$ cat src/rtl/ata_pkg.sv
// Shared types and constants of the ATA PIO LBA28 host sequencer.
`default_nettype none
package ata_pkg;

  localparam int unsigned WORDS_PER_SECTOR = 256;
  localparam int unsigned MAX_SECTORS      = 255;

  // input item codes
  localparam logic [1:0] FN_REQ    = 2'd0;
  localparam logic [1:0] FN_STATUS = 2'd1;
  localparam logic [1:0] FN_DATA   = 2'd2;

  // result kinds
  localparam logic [2:0] K_RD   = 3'd0;
  localparam logic [2:0] K_WR   = 3'd1;
  localparam logic [2:0] K_HOST = 3'd2;
  localparam logic [2:0] K_DONE = 3'd3;
  localparam logic [2:0] K_ERR  = 3'd4;
  localparam logic [2:0] K_WANT = 3'd5;

  // error codes
  localparam logic [1:0] ERR_BAD     = 2'd0;
  localparam logic [1:0] ERR_TIMEOUT = 2'd1;
  localparam logic [1:0] ERR_DEVICE  = 2'd2;

  // command block offsets (block at 0x1F0), control port (0x3F6)
  localparam logic [3:0] P_DATA    = 4'd0;
  localparam logic [3:0] P_COUNT   = 4'd2;
  localparam logic [3:0] P_LBA_LO  = 4'd3;
  localparam logic [3:0] P_LBA_MID = 4'd4;
  localparam logic [3:0] P_LBA_HI  = 4'd5;
  localparam logic [3:0] P_DRIVE   = 4'd6;
  localparam logic [3:0] P_STATUS  = 4'd7;
  localparam logic [3:0] P_CTRL    = 4'd8;

  // status bits
  localparam int unsigned ST_BSY = 7;
  localparam int unsigned ST_DRQ = 3;
  localparam int unsigned ST_ERR = 0;

  localparam logic [7:0]  DRV_LBA      = 8'hE0;
  localparam logic [7:0]  CMD_READ     = 8'h20;
  localparam logic [7:0]  CMD_WRITE    = 8'h30;
  localparam logic [7:0]  CMD_FLUSH    = 8'hE7;
  localparam logic [27:0] LBA28_MAX    = 28'h0FFFFFFF;
  localparam logic [19:0] POLL_LIM_RST = 20'd1000000;

  // configuration register indexes
  localparam logic [1:0] CFG_PART_BASE  = 2'd0;
  localparam logic [1:0] CFG_PART_SIZE  = 2'd1;
  localparam logic [1:0] CFG_POLL_LIMIT = 2'd2;

  // result sequences the back end knows how to play
  typedef enum logic [3:0] {
    JB_ERR,        // error
    JB_POLL,       // status read
    JB_CMD,        // drive/count/lba/command writes, status read
    JB_WANT,       // ask host for a sector
    JB_RDW,        // data port read
    JB_HOST,       // word to host, data port read
    JB_HOST_POLL,  // word to host, status read
    JB_HOST_DONE,  // word to host, done
    JB_WRW,        // data port write
    JB_WR_POLL,    // data port write, four ctrl reads, status read
    JB_WR_DONE,    // data port write, four ctrl reads, done
    JB_FLUSH,      // flush command, status read
    JB_DONE        // done
  } job_code_t;

  typedef struct packed {
    job_code_t   code;
    logic [15:0] word;
    logic [27:0] sector;
    logic        dir;
    logic [1:0]  err;
  } job_t;

endpackage
`default_nettype wire

$ cat src/rtl/ata_front.sv
// Front end: configuration registers, request checks and transfer phase tracking.
`default_nettype none
module ata_front
  import ata_pkg::*;
(
  input  wire logic        clk,
  input  wire logic        rst_n,
  input  wire logic        cfg_valid,
  input  wire logic [1:0]  cfg_index,
  input  wire logic [28:0] cfg_data,
  input  wire logic        in_fire,
  input  wire logic [1:0]  in_func,
  input  wire logic        in_is_write,
  input  wire logic [31:0] in_lba,
  input  wire logic [8:0]  in_count,
  input  wire logic [7:0]  in_status_byte,
  input  wire logic [15:0] in_data_word,
  output logic             push,
  output job_t             job
);

  typedef enum logic [3:0] {
    PH_IDLE, PH_WAIT_BSY, PH_WAIT_DRQ, PH_READ_DATA, PH_WRITE_DATA,
    PH_FLUSH_WAIT1, PH_FLUSH_WAIT2
  } phase_t;

  phase_t      phase_r, phase_nxt;
  logic [27:0] cur_sector_r, cur_sector_nxt;
  logic [7:0]  sectors_left_r, sectors_left_nxt;
  logic [8:0]  word_index_r, word_index_nxt;
  logic [19:0] poll_count_r, poll_count_nxt;
  logic        write_dir_r, write_dir_nxt;
  logic [27:0] part_base_r;
  logic [28:0] part_size_r;
  logic [19:0] poll_limit_r;

  logic [32:0] range_end, abs_lba;
  logic        bad_req, timeout, bsy;
  logic        repoll, fin;
  logic [8:0]  wi_inc;
  logic [7:0]  left_dec;

  assign range_end = {1'b0, in_lba} + {24'd0, in_count};
  assign abs_lba   = {5'd0, part_base_r} + {1'b0, in_lba};
  assign bad_req   = (in_count == 9'd0) || (in_count > 9'(MAX_SECTORS)) ||
                     (part_size_r == 29'd0) || (range_end > {4'd0, part_size_r}) ||
                     (abs_lba > {5'd0, LBA28_MAX});
  assign timeout   = poll_count_r >= poll_limit_r;
  assign bsy       = in_status_byte[ST_BSY];
  assign wi_inc    = word_index_r + 9'd1;
  assign left_dec  = sectors_left_r - 8'd1;

  always_comb begin
    phase_nxt        = phase_r;
    cur_sector_nxt   = cur_sector_r;
    sectors_left_nxt = sectors_left_r;
    word_index_nxt   = word_index_r;
    poll_count_nxt   = poll_count_r;
    write_dir_nxt    = write_dir_r;
    push             = 1'b0;
    repoll           = 1'b0;
    fin              = 1'b0;
    job.code         = JB_POLL;
    job.word         = in_data_word;
    job.sector       = cur_sector_r;
    job.dir          = write_dir_r;
    job.err          = ERR_BAD;
    if (in_fire) begin
      case (in_func)
        FN_REQ: begin
          if (phase_r == PH_IDLE) begin
            push = 1'b1;
            if (bad_req) begin
              job.code = JB_ERR;
            end else begin
              cur_sector_nxt   = abs_lba[27:0];
              sectors_left_nxt = in_count[7:0];
              word_index_nxt   = 9'd0;
              write_dir_nxt    = in_is_write;
              phase_nxt        = PH_WAIT_BSY;
              poll_count_nxt   = 20'd1;
              job.code         = JB_POLL;
            end
          end
        end
        FN_STATUS: begin
          unique case (phase_r)
            PH_WAIT_BSY: begin
              if (!bsy) begin
                push           = 1'b1;
                job.code       = JB_CMD;
                phase_nxt      = PH_WAIT_DRQ;
                poll_count_nxt = 20'd1;
              end else begin
                repoll = 1'b1;
              end
            end
            PH_WAIT_DRQ: begin
              if (in_status_byte[ST_ERR]) begin
                push      = 1'b1;
                job.code  = JB_ERR;
                job.err   = ERR_DEVICE;
                phase_nxt = PH_IDLE;
              end else if (!bsy && in_status_byte[ST_DRQ]) begin
                push           = 1'b1;
                word_index_nxt = 9'd0;
                if (write_dir_r) begin
                  phase_nxt = PH_WRITE_DATA;
                  job.code  = JB_WANT;
                end else begin
                  phase_nxt = PH_READ_DATA;
                  job.code  = JB_RDW;
                end
              end else begin
                repoll = 1'b1;
              end
            end
            PH_FLUSH_WAIT1: begin
              if (!bsy) begin
                push           = 1'b1;
                job.code       = JB_FLUSH;
                phase_nxt      = PH_FLUSH_WAIT2;
                poll_count_nxt = 20'd1;
              end else begin
                repoll = 1'b1;
              end
            end
            PH_FLUSH_WAIT2: begin
              if (!bsy) begin
                push      = 1'b1;
                job.code  = JB_DONE;
                phase_nxt = PH_IDLE;
              end else begin
                repoll = 1'b1;
              end
            end
            default: ;
          endcase
        end
        FN_DATA: begin
          if (phase_r == PH_READ_DATA || phase_r == PH_WRITE_DATA) begin
            push           = 1'b1;
            word_index_nxt = wi_inc;
            if (wi_inc >= 9'(WORDS_PER_SECTOR)) begin
              fin = 1'b1;
            end else if (phase_r == PH_READ_DATA) begin
              job.code = JB_HOST;
            end else begin
              job.code = JB_WRW;
            end
          end
        end
        default: ;
      endcase

      // another status poll, or give up
      if (repoll) begin
        push = 1'b1;
        if (timeout) begin
          phase_nxt = PH_IDLE;
          job.code  = JB_ERR;
          job.err   = ERR_TIMEOUT;
        end else begin
          poll_count_nxt = poll_count_r + 20'd1;
          job.code       = JB_POLL;
        end
      end

      // last word of a sector
      if (fin) begin
        cur_sector_nxt   = cur_sector_r + 28'd1;
        sectors_left_nxt = left_dec;
        word_index_nxt   = 9'd0;
        if (left_dec != 8'd0 || write_dir_r) begin
          phase_nxt      = (left_dec != 8'd0) ? PH_WAIT_BSY : PH_FLUSH_WAIT1;
          poll_count_nxt = 20'd1;
          job.code       = (phase_r == PH_READ_DATA) ? JB_HOST_POLL : JB_WR_POLL;
        end else begin
          phase_nxt = PH_IDLE;
          job.code  = (phase_r == PH_READ_DATA) ? JB_HOST_DONE : JB_WR_DONE;
        end
      end
    end
  end

  always_ff @(posedge clk) begin
    if (!rst_n) begin
      phase_r        <= PH_IDLE;
      cur_sector_r   <= '0;
      sectors_left_r <= '0;
      word_index_r   <= '0;
      poll_count_r   <= '0;
      write_dir_r    <= 1'b0;
      part_base_r    <= '0;
      part_size_r    <= '0;
      poll_limit_r   <= POLL_LIM_RST;
    end else begin
      phase_r        <= phase_nxt;
      cur_sector_r   <= cur_sector_nxt;
      sectors_left_r <= sectors_left_nxt;
      word_index_r   <= word_index_nxt;
      poll_count_r   <= poll_count_nxt;
      write_dir_r    <= write_dir_nxt;
      if (cfg_valid) begin
        case (cfg_index)
          CFG_PART_BASE:  part_base_r  <= cfg_data[27:0];
          CFG_PART_SIZE:  part_size_r  <= cfg_data;
          CFG_POLL_LIMIT: poll_limit_r <= cfg_data[19:0];
          default: ;
        endcase
      end
    end
  end

  // data phases only run with sectors outstanding
  a_data_left: assert property (@(posedge clk) disable iff (!rst_n)
    (phase_r == PH_READ_DATA || phase_r == PH_WRITE_DATA) |-> sectors_left_r != 8'd0)
    else $error("data phase with no sectors left");
  // word index stays within one sector
  a_word_idx: assert property (@(posedge clk) disable iff (!rst_n)
    word_index_r < 9'(WORDS_PER_SECTOR))
    else $error("word index past sector end");
  // a wait always starts on its first poll
  a_poll_start: assert property (@(posedge clk) disable iff (!rst_n)
    (push && (job.code == JB_CMD || job.code == JB_FLUSH)) |=> poll_count_r == 20'd1)
    else $error("poll count not restarted");

endmodule
`default_nettype wire

$ cat src/rtl/ata_queue.sv
// Two-entry job queue between front and back end.
`default_nettype none
module ata_queue
  import ata_pkg::*;
(
  input  wire logic clk,
  input  wire logic rst_n,
  input  wire logic push,
  input  job_t      push_job,
  input  wire logic pop,
  output job_t      pop_job,
  output logic      full,
  output logic      empty
);

  job_t       slot_r [2];
  logic       wr_ptr_r, rd_ptr_r;
  logic [1:0] cnt_r;

  assign full    = cnt_r == 2'd2;
  assign empty   = cnt_r == 2'd0;
  assign pop_job = slot_r[rd_ptr_r];

  always_ff @(posedge clk) begin
    if (!rst_n) begin
      wr_ptr_r <= 1'b0;
      rd_ptr_r <= 1'b0;
      cnt_r    <= 2'd0;
    end else begin
      if (push) wr_ptr_r <= ~wr_ptr_r;
      if (pop)  rd_ptr_r <= ~rd_ptr_r;
      cnt_r <= cnt_r + {1'b0, push} - {1'b0, pop};
    end
  end

  always_ff @(posedge clk) begin
    if (push) slot_r[wr_ptr_r] <= push_job;
  end

  a_no_overflow: assert property (@(posedge clk) disable iff (!rst_n) !(push && full))
    else $error("push into full queue");
  a_no_underflow: assert property (@(posedge clk) disable iff (!rst_n) !(pop && empty))
    else $error("pop from empty queue");
  a_cnt_range: assert property (@(posedge clk) disable iff (!rst_n) cnt_r <= 2'd2)
    else $error("queue count out of range");

endmodule
`default_nettype wire

$ cat src/rtl/ata_back.sv
// Back end: plays each job out as result beats through the output register.
`default_nettype none
module ata_back
  import ata_pkg::*;
(
  input  wire logic  clk,
  input  wire logic  rst_n,
  input  job_t       q_job,
  input  wire logic  q_empty,
  output logic       q_pop,
  output logic       out_valid,
  input  wire logic  out_ready,
  output logic [2:0] out_kind,
  output logic [3:0] out_port,
  output logic [15:0] out_value,
  output logic [1:0] out_err_code,
  output logic       out_last
);

  job_t        cur_r;
  logic        cur_valid_r;
  logic [2:0]  idx_r;
  logic        out_valid_r;
  logic [2:0]  kind_r;
  logic [3:0]  port_r;
  logic [15:0] value_r;
  logic [1:0]  err_r;
  logic        last_r;

  logic [2:0]  b_kind;
  logic [3:0]  b_port;
  logic [15:0] b_value;
  logic [1:0]  b_err;
  logic        b_last;
  logic        load;

  // beat idx of the current job
  always_comb begin
    b_kind  = K_RD;
    b_port  = P_DATA;
    b_value = 16'd0;
    b_err   = ERR_BAD;
    b_last  = 1'b1;
    unique case (cur_r.code)
      JB_ERR: begin
        b_kind = K_ERR;
        b_err  = cur_r.err;
      end
      JB_POLL: b_port = P_STATUS;
      JB_CMD: begin
        b_kind = K_WR;
        b_last = 1'b0;
        case (idx_r)
          3'd0: begin
            b_port  = P_DRIVE;
            b_value = {8'd0, DRV_LBA | {4'd0, cur_r.sector[27:24]}};
          end
          3'd1: begin
            b_port  = P_COUNT;
            b_value = 16'd1;
          end
          3'd2: begin
            b_port  = P_LBA_LO;
            b_value = {8'd0, cur_r.sector[7:0]};
          end
          3'd3: begin
            b_port  = P_LBA_MID;
            b_value = {8'd0, cur_r.sector[15:8]};
          end
          3'd4: begin
            b_port  = P_LBA_HI;
            b_value = {8'd0, cur_r.sector[23:16]};
          end
          3'd5: begin
            b_port  = P_STATUS;
            b_value = {8'd0, cur_r.dir ? CMD_WRITE : CMD_READ};
          end
          default: begin
            b_kind = K_RD;
            b_port = P_STATUS;
            b_last = 1'b1;
          end
        endcase
      end
      JB_WANT: b_kind = K_WANT;
      JB_RDW:  b_port = P_DATA;
      JB_HOST, JB_HOST_POLL, JB_HOST_DONE: begin
        if (idx_r == 3'd0) begin
          b_kind  = K_HOST;
          b_value = cur_r.word;
          b_last  = 1'b0;
        end else if (cur_r.code == JB_HOST) begin
          b_port = P_DATA;
        end else if (cur_r.code == JB_HOST_POLL) begin
          b_port = P_STATUS;
        end else begin
          b_kind = K_DONE;
        end
      end
      JB_WRW: begin
        b_kind  = K_WR;
        b_value = cur_r.word;
      end
      JB_WR_POLL, JB_WR_DONE: begin
        b_last = 1'b0;
        if (idx_r == 3'd0) begin
          b_kind  = K_WR;
          b_value = cur_r.word;
        end else if (idx_r < 3'd5) begin
          b_port = P_CTRL;          // settle delay reads
        end else begin
          b_last = 1'b1;
          if (cur_r.code == JB_WR_POLL) b_port = P_STATUS;
          else                          b_kind = K_DONE;
        end
      end
      JB_FLUSH: begin
        if (idx_r == 3'd0) begin
          b_kind  = K_WR;
          b_port  = P_STATUS;
          b_value = {8'd0, CMD_FLUSH};
          b_last  = 1'b0;
        end else begin
          b_port = P_STATUS;
        end
      end
      JB_DONE: b_kind = K_DONE;
      default: ;
    endcase
  end

  assign load  = cur_valid_r && (!out_valid_r || out_ready);
  assign q_pop = !q_empty && (!cur_valid_r || (load && b_last));

  always_ff @(posedge clk) begin
    if (!rst_n) begin
      cur_valid_r <= 1'b0;
      idx_r       <= 3'd0;
      out_valid_r <= 1'b0;
    end else begin
      if (q_pop) begin
        cur_valid_r <= 1'b1;
        idx_r       <= 3'd0;
      end else if (load) begin
        cur_valid_r <= !b_last;
        idx_r       <= b_last ? 3'd0 : idx_r + 3'd1;
      end
      if (load)           out_valid_r <= 1'b1;
      else if (out_ready) out_valid_r <= 1'b0;
    end
  end

  always_ff @(posedge clk) begin
    if (q_pop) cur_r <= q_job;
    if (load) begin
      kind_r  <= b_kind;
      port_r  <= b_port;
      value_r <= b_value;
      err_r   <= b_err;
      last_r  <= b_last;
    end
  end

  assign out_valid    = out_valid_r;
  assign out_kind     = kind_r;
  assign out_port     = port_r;
  assign out_value    = value_r;
  assign out_err_code = err_r;
  assign out_last     = last_r;

  // a stalled beat keeps the sequencer where it is
  a_hold_idx: assert property (@(posedge clk) disable iff (!rst_n)
    (out_valid_r && !out_ready) |=> $stable(idx_r))
    else $error("beat index moved during stall");
  // no job runs longer than seven beats
  a_idx_range: assert property (@(posedge clk) disable iff (!rst_n)
    cur_valid_r |-> idx_r <= 3'd6)
    else $error("beat index past job end");
  // a stalled beat stays valid with its payload unchanged
  a_out_hold: assert property (@(posedge clk) disable iff (!rst_n)
    (out_valid_r && !out_ready) |=>
      (out_valid_r && $stable({kind_r, port_r, value_r, err_r, last_r})))
    else $error("result beat changed during stall");

endmodule
`default_nettype wire

$ cat src/rtl/ata_pio_lba28_host_sequencer.sv
// Top level of the ATA PIO LBA28 host sequencer.
`default_nettype none
// Host side of ATA PIO LBA28 sector transfers. Requests, status bytes read
// back from the device and data words enter on the in_ channel; the block
// answers with a stream of result beats on the out_ channel (port reads and
// writes to issue on the bus, words for the host, done, error, or a request
// for the next host sector). out_last marks the final beat caused by one
// input item. The front end checks requests and tracks the transfer phase,
// and takes one input beat per cycle while its two-entry job queue has room;
// items that do not fit the current phase are taken and dropped. The back
// end turns each job into 1 to 7 result beats, one per cycle through the
// output register while out_ready is high, so an item yields 1 beat for a
// poll or a written data word, 2 for a read data word, the last word of a
// read sector or a flush issue, 6 for the last word of a written sector
// and 7 for a command issue.
// Configuration (part_base, part_size, poll_limit at cfg_index 0..2) is
// always ready and must only be written while the block is idle; there is
// no start-up sweep after reset.
module ata_pio_lba28_host_sequencer
  import ata_pkg::*;
(
  input  wire logic        clk,
  input  wire logic        rst_n,
  // configuration writes
  input  wire logic        cfg_valid,
  output logic             cfg_ready,
  input  wire logic [1:0]  cfg_index,
  input  wire logic [28:0] cfg_data,
  // input items
  input  wire logic        in_valid,
  output logic             in_ready,
  input  wire logic [1:0]  in_func,
  input  wire logic        in_is_write,
  input  wire logic [31:0] in_lba,
  input  wire logic [8:0]  in_count,
  input  wire logic [7:0]  in_status_byte,
  input  wire logic [15:0] in_data_word,
  // result beats
  output logic             out_valid,
  input  wire logic        out_ready,
  output logic [2:0]       out_kind,
  output logic [3:0]       out_port,
  output logic [15:0]      out_value,
  output logic [1:0]       out_err_code,
  output logic             out_last
);

  logic in_fire;
  logic push, pop, q_full, q_empty;
  job_t push_job, pop_job;

  assign cfg_ready = 1'b1;
  assign in_ready  = !q_full;
  assign in_fire   = in_valid && in_ready;

  // phase tracking and request checks
  ata_front u_front (
    .clk            (clk),
    .rst_n          (rst_n),
    .cfg_valid      (cfg_valid),
    .cfg_index      (cfg_index),
    .cfg_data       (cfg_data),
    .in_fire        (in_fire),
    .in_func        (in_func),
    .in_is_write    (in_is_write),
    .in_lba         (in_lba),
    .in_count       (in_count),
    .in_status_byte (in_status_byte),
    .in_data_word   (in_data_word),
    .push           (push),
    .job            (push_job)
  );

  // decouples item acceptance from beat output
  ata_queue u_queue (
    .clk      (clk),
    .rst_n    (rst_n),
    .push     (push),
    .push_job (push_job),
    .pop      (pop),
    .pop_job  (pop_job),
    .full     (q_full),
    .empty    (q_empty)
  );

  // beat sequencer and output register
  ata_back u_back (
    .clk          (clk),
    .rst_n        (rst_n),
    .q_job        (pop_job),
    .q_empty      (q_empty),
    .q_pop        (pop),
    .out_valid    (out_valid),
    .out_ready    (out_ready),
    .out_kind     (out_kind),
    .out_port     (out_port),
    .out_value    (out_value),
    .out_err_code (out_err_code),
    .out_last     (out_last)
  );

endmodule
`default_nettype wire

$ cat config.mk
export PLATFORM = sky130hd
export DESIGN_NAME = ata_pio_lba28_host_sequencer
export DESIGN_NICKNAME = d
export VERILOG_FILES = /design/src/rtl/ata_pkg.sv /design/src/rtl/ata_front.sv /design/src/rtl/ata_queue.sv /design/src/rtl/ata_back.sv /design/src/rtl/ata_pio_lba28_host_sequencer.sv
export SDC_FILE = /design/constraint.sdc
export NUM_CORES = 1
export LEC_CHECK = 0
export CAP_MARGIN = 20
export CORE_MARGIN = 2
export CORE_UTILIZATION = 40
export DETAILED_ROUTE_END_ITERATION = 12
export DONT_BUFFER_PORTS = 1
export PLACE_DENSITY = 0.53
export SYNTH_ARGS = -nofsm -noshare
export SYNTH_HDL_FRONTEND = slang
export SYNTH_SLANG_ARGS = --single-unit
$ cat constraint.sdc
create_clock -name clk -period 11.6 [get_ports clk]
set_clock_uncertainty 0.1 [all_clocks]
set_input_delay 2.32 -clock clk [delete_from_list [all_inputs] [get_ports clk]]
set_output_delay 2.32 -clock clk [all_outputs]
set_load 0.01 [all_outputs]
# ---- Word level (Yosys, flattened, before mapping)
# Memory sizes are Yosys's and may differ from the RTL's. A register that Yosys moved wholly into a read port is not among the register bits.
# Cells that the tools add are included.
dict set report totals {
  ff_bits 182
  mem_bits_rw 102
  input_bits 104
  output_inout_bits 29
  wordCells 241
  mem_count 1
}
# name depth width rd rd_ports_with_merged_regs wr line_no
set mem_list {}
lappend mem_list {u_queue.slot_r 2 51 1 1 1 ata_queue.sv:16} ;# job_t slot_r [2];
dict set report classes {
  n_addsub 9
  magnitude_cmp 6
  eq_ne 34
  muxes 119
  bitwise 4
  reduce_logical 48
}
# cell n
set ops {}
lappend ops {{two-way mux 20 bit} 8}
lappend ops {{two-way mux 4 bit} 29}
lappend ops {{two-way mux 28 bit} 4}
lappend ops {{one-hot mux 16 bit (4 select lines)} 1}
lappend ops {{two-way mux 9 bit} 7}
lappend ops {{one-hot mux 4 bit (4 select lines)} 3}
lappend ops {{one-hot mux 8 bit (6 select lines)} 1}
lappend ops {{two-way mux 8 bit} 5}
lappend ops {{one-hot mux 20 bit (2 select lines)} 1}
lappend ops {{adder 28 x 32 -> 33 bit} 1}
lappend ops {{adder 32 x 9 -> 33 bit} 1}
lappend ops {{greater-than comparator 33 x 28 -> 1 bit, second input constant} 1}
lappend ops {{greater-than comparator 33 x 29 -> 1 bit} 1}
lappend ops {{two-way mux 1 bit} 30}
lappend ops {{two-way mux 3 bit} 10}
lappend ops {{logical NOT 29 bit} 1}
lappend ops {{adder 28 x 1 -> 28 bit, second input constant} 1}
lappend ops {{one-hot mux 9 bit (3 select lines)} 1}
lappend ops {{== test 4 x 3 -> 1 bit, second input constant} 6}
lappend ops {{one-hot mux 3 bit (8 select lines)} 1}
lappend ops {{adder 20 x 1 -> 20 bit, second input constant} 1}
lappend ops {{== test 4 bit, second input constant} 5}
lappend ops {{greater-or-equal comparator 20 bit} 1}
lappend ops {{two-way mux 2 bit} 9}
lappend ops {{45 further kinds} 91}

# ---- Depth between registers and ports, before layout
dict set report depth {
  word_depth 12
  mapped_depth 26
  ltp_nobuf 23
}

# ---- Cells and area by module
# Synthesis repeated with hierarchy kept, for this count alone.
dict set report hier_totals {
  cells_unflattened 1910
  hier_area_um2 18479.0
}
# mod n_inst cells_per_inst area_per_inst_um2 seq_area_each_um2
set modules_own_cells {}
lappend modules_own_cells {ata_front 1 1508 10909.2 2942.8}
lappend modules_own_cells {ata_queue 1 180 4161.5 3163.0}
lappend modules_own_cells {ata_back 1 218 3387.0 2412.3}
lappend modules_own_cells {ata_pio_lba28_host_sequencer 1 4 21.3 0.0}

# ---- Worst setup path after synthesis
# OpenSTA, ideal clock, no wires.
dict set report synth_timing {
  path_type {input port to flip-flop}
  startpoint {in in_lba[0]}
  endpoint {reg u_front.write_dir_r}
  setup_ns 0.128
  arrival_ns 7.037
  t_required_ns 11.372
  slack_ns 4.336
  stages 25
  path_buffers 3
  cell_sequence {ha_1 > inv_1 > fa_1 > nor2b_1 > o2111ai_1 > nand3_1 > and3_1 > o21a_1 > and2_1 > clkbuf_1 > nand4_1 > xnor2_1 > ha_1 > nand4_1 > or3_1 > nor3_1 > a211oi_1 > and4b_1 > nand4b_1 > or4_1 > buf_2 > nor3_4 > buf_4 > mux2i_1 > nor2_1}
}
dict set report synth_via {
  elab_chain_len 6
  elab_cells_between_ends 8
  cone_classes {add/sub (2); order compare (2); bitwise (1); reduce/logical (3)}
}
# element line_no
set synth_rtl {}
lappend synth_rtl {{start: declaration} ata_pio_lba28_host_sequencer.sv:34} ;# input wire logic [31:0] in_lba,
lappend synth_rtl {{adder 32 x 9 -> 33 bit} ata_front.sv:43} ;# assign range_end = {1'b0, in_lba} + {24'd0, in_count};
lappend synth_rtl {{greater-than comparator 33 x 29 -> 1 bit} ata_front.sv:46} ;# (part_size_r == 29'd0) || (range_end > {4'd0, part_size_r}) ||
lappend synth_rtl {{logical OR 1 bit} ata_front.sv:46}
lappend synth_rtl {{logical OR 1 bit *} ata_front.sv:46}
lappend synth_rtl {{NOT 1 bit (no source line) *} n/a}
lappend synth_rtl {{AND reduction 4 bit (no source line) *} n/a}
lappend synth_rtl {{end signal: assignment} ata_front.sv:203} ;# write_dir_r <= write_dir_nxt;
lappend synth_rtl {{end: declaration} ata_front.sv:32} ;# logic write_dir_r, write_dir_nxt;
# Every way passes the cells marked *; elsewhere a longest branch is shown, timed or not.
# A chain may end at the register's enable or synchronous reset.

# ---- Final worst setup path
dict set report layout_timing {
  startpoint {in in_lba[0]}
  endpoint {reg u_front.cur_sector_r[6]}
}
dict set report layout_via {
  elab_chain_len 6
  elab_cells_between_ends 12
  cone_classes {add/sub (2); order compare (2); eq/ne (1); mux (4); reduce/logical (3)}
}
# element line_no
set layout_rtl {}
lappend layout_rtl {{adder 32 x 9 -> 33 bit} ata_front.sv:43}
lappend layout_rtl {{greater-than comparator 33 x 29 -> 1 bit} ata_front.sv:46}
lappend layout_rtl {{logical OR 1 bit (2 in a row)} ata_front.sv:46}
lappend layout_rtl {{inequality test 2 bit (no source line)} n/a}
lappend layout_rtl {{AND reduction 4 bit (no source line)} n/a}
lappend layout_rtl {{end signal: assignment} ata_front.sv:199} ;# cur_sector_r <= cur_sector_nxt;
lappend layout_rtl {{end: declaration} ata_front.sv:28} ;# logic [27:0] cur_sector_r, cur_sector_nxt;
# Parallel ways exist; a longest one is shown, timed or not. The select of a mux whose other input is x is not followed.

==> metrics.cfg <==
[setup_path]
reg2regPathDepth = 13
worstPathArrival_ps = 8570
startpoint_type = input pin
cp_max_fo = 16
endpoint_kind = register
cp_num_cells = 23
cp_cell_sequence = ha_1, inv_1, fa_1, nor2b_1, o2111ai_1, nand3_1, and3_1, o21a_1, and2_1, nand4_1, nor2_1, xor2_1, ha_1, nand3_1, a21boi_0, a2111oi_0, a211oi_1, and4b_1, nand4b_1, or4_1, o21ai_2, nand2_1, a32o_1
slowest_delay_ps = 900
worstPathRequired_ps = 11950
cp_num_buf_inv = 1
crit_family = simple AND/OR/NAND/NOR gates
cp_slowest_cell = o21ai_2
critPathKind = input pin to register

[routing]
num_vias = 14300
drc_errors = 0
wl_per_cell_um = 18.9
first_iter_violations = 723
dr.pass1.iters = 5
via_per_inst = 5.60
routed_wl_um = 48200
final_antenna_net_count = 0

[floorplanning]
io_pins = 133
dieArea_um2 = 47500
rows = 78
die_h_um = 218
core_area_um2 = 45300
start_util = 0.405
die_w_um = 218

[global_route]
grt_overflow = 0
antenna_found_initial = 0
grt_pass1_vias = 13600
grt_max_degree = 94
grt.total_usage = 0.204
grt_pass1_wl_um = 76700

[yosys]
synth_seq_area_share = 0.464
synthTopCellsByArea = edfxtp_1, dfxtp_1, ha_1
synth_fa_ha_area_frac = 0.0709
syn_area_um2 = 18300
muxShareOfSynthArea = 0.0388
synthFlopType = edfxtp_1
synth_top_area_cell = edfxtp_1
synth-xor-area-share = 0.0282
ys_seq_elements = 335
synth_top_area_frac = 0.293
async_flop_share = 0
synth-compound-area-share = 0.176
synthCells = 1948
synth_nets = 2153
avgSynthCellArea_um2 = 9.41
ys_types = 87
yosys_warnings = 0
yosys.area_share.simple = 0.181
synth-edff-count = 179
synth_top_family_by_area = simple AND/OR/NAND/NOR gates

[sta]
fin_crit_sh = 0.709
maxSlewHeadroom = 0.325
drv_slew = 0
finalHoldViolCount = 0
min_period_ps = 8220
rsz0062_at_grt = false
worst_pin_slew_ps = 1010
tns_ps = 0
setup_violations = 0
max_freq_mhz = 122

[power]
p_switching_mw = 0.921
ir_drop_mv = 0.121
seqPwrFrac = 0.454
p_per_area_nw_per_um2 = 167
internal_power_mw = 2.46
pwr-share-clk = 0.386
power_frac_comb = 0.160
leakage_nw = 7.38
sw_frac_of_total = 0.273

[layout]
antenna_cells = 0
utilization = 0.448
fill_cells = 4469
areaGrowthSynthToFinish_pct = 10.6
drive_above_1_share = 0.0894
stdcell_area_um2 = 20300
layout_commonest_cell = nand2_1
nets = 2120
mostFrequentLayoutCells = nand2_1, a21oi_1, edfxtp_1, dfxtp_1, nor2_1

[status]
status = finished, final reports clean

[cts]
clk_latency_ps = 570
cts_made_buffers = 41
root_buffer = clkbuf_16
cts_resized = 0
postCtsSetupRepairBufs = 0
cts-hold-fix-buffers = 0
cts_max_path_buffers = 3
cts_tree = built
clkTransAtPathRegs_ps = 60
htreeDepth = 2
cts_sinks = 335

[placed_design]
post_dp_cell_area_um2 = 18800
port_buffers = 0
place_congestion = 0.881
hpwl_um = 34500

[min_path]
hold_depth = 2
hold_class = register to register

[flow_run]
drv_cap = 0

==> final timing paths <==
kind	endpoint	from	slack [ps]
max	u_front.cur_sector_r[6]	in_lba[0]	3380
max reg2reg	u_front.cur_sector_r[6]	u_front.part_base_r[0]	6960
min reg2reg	u_front.poll_limit_r[13]	u_front.poll_limit_r[13]	350
min	u_front.poll_limit_r[13]	u_front.poll_limit_r[13]	350
==> logic make-up after synthesis <==
kind of cell | Yosys count
simple gates | 692
buf+inv | 192
compound gates | 502
fa+ha+maj | 103
mux | 64
other cells | 1
flops | 335
xor+xnor | 59
==> layout make-up <==
| class | count | area (um^2) | share of cell area |
|---|---|---|---|
| multi-input combinational | 1421 | 9090 | 0.449 |
| sequential | 335 | 8500 | 0.419 |
| clock buffer | 55 | 1160 | 0.0572 |
| tap | 600 | 751 | 0.0370 |
| inverter | 99 | 373 | 0.0184 |
| clock inverter | 20 | 224 | 0.0110 |
| timing repair buffer | 17 | 173 | 0.00852 |
==> power by group through the flow <==
stage | Combinational [mW] | Clock, mW | Sequential [mW]
2_1_floorplan | 0.427 | 0 | 1.52
3_3_place_gp | 0.532 | 0 | 1.55
3_5_place_dp | 0.539 | 0 | 1.56
4_1_cts | 0.542 | 1.34 | 1.53
5_1_grt | 0.611 | 1.38 | 1.55
6_report | 0.542 | 1.30 | 1.53
==> metrics by stage <==
step                      std cells  hold WS (ps)  setup WS, ps  power [mW]
final                          2547           352          3380        3.38
after global routing           2547           374          2920        3.54
after CTS                      2544           355          3410        3.41
after detailed placement       2469           347          2810        2.10
after global placement         2468           346          2870        2.09
after floorplan                1948           333          4340        1.95
==> worst min-delay path: stages, from the launching register on <==
cell	delay (ps)
dfxtp_1	300
nand2_1	50
a21oi_1	50
==> cells in the mapped netlist, types with 13 or more instances <==
library cell / n
or3_1: 17
a31oi_1: 17
nand3_1: 52
o31ai_1: 13
ha_1: 99
o211ai_1: 21
clkbuf_1: 77
nor3_1: 42
nor4_1: 19
xnor2_1: 43
a211oi_1: 20
nand2_1: 286
nand4_1: 36
mux2_2: 56
dfxtp_1: 156
xor2_1: 16
and2_1: 22
inv_1: 98
nor2_1: 115
edfxtp_1: 179
a21o_1: 31
o21ai_0: 86
a21oi_1: 192
and3_1: 26
==> flip-flops by register name, indices dropped and copies added, names as in the netlist, 4 cells and up <==
signal and count:
u_front.sectors_left_r 8, u_back.out_port 4, u_back.out_value 16, u_front.part_base_r 28, u_front.part_size_r 29, u_front.poll_count_r 20, u_queue.slot_r 102, u_front.phase_r 4
u_front.poll_limit_r 20, u_back.cur_r 51, u_front.cur_sector_r 28, u_front.word_index_r 9
==> layer usage <==
metal,GRT usage,vias to the layer above,routed length [um]
met5,0,-,0
met4,0.0635,0,1150
met3,0.0469,67,3320
met2,0.323,382,21500
met1,0.276,6736,22200
li1,-,7066,-
(Power assumes the default switching activity.)
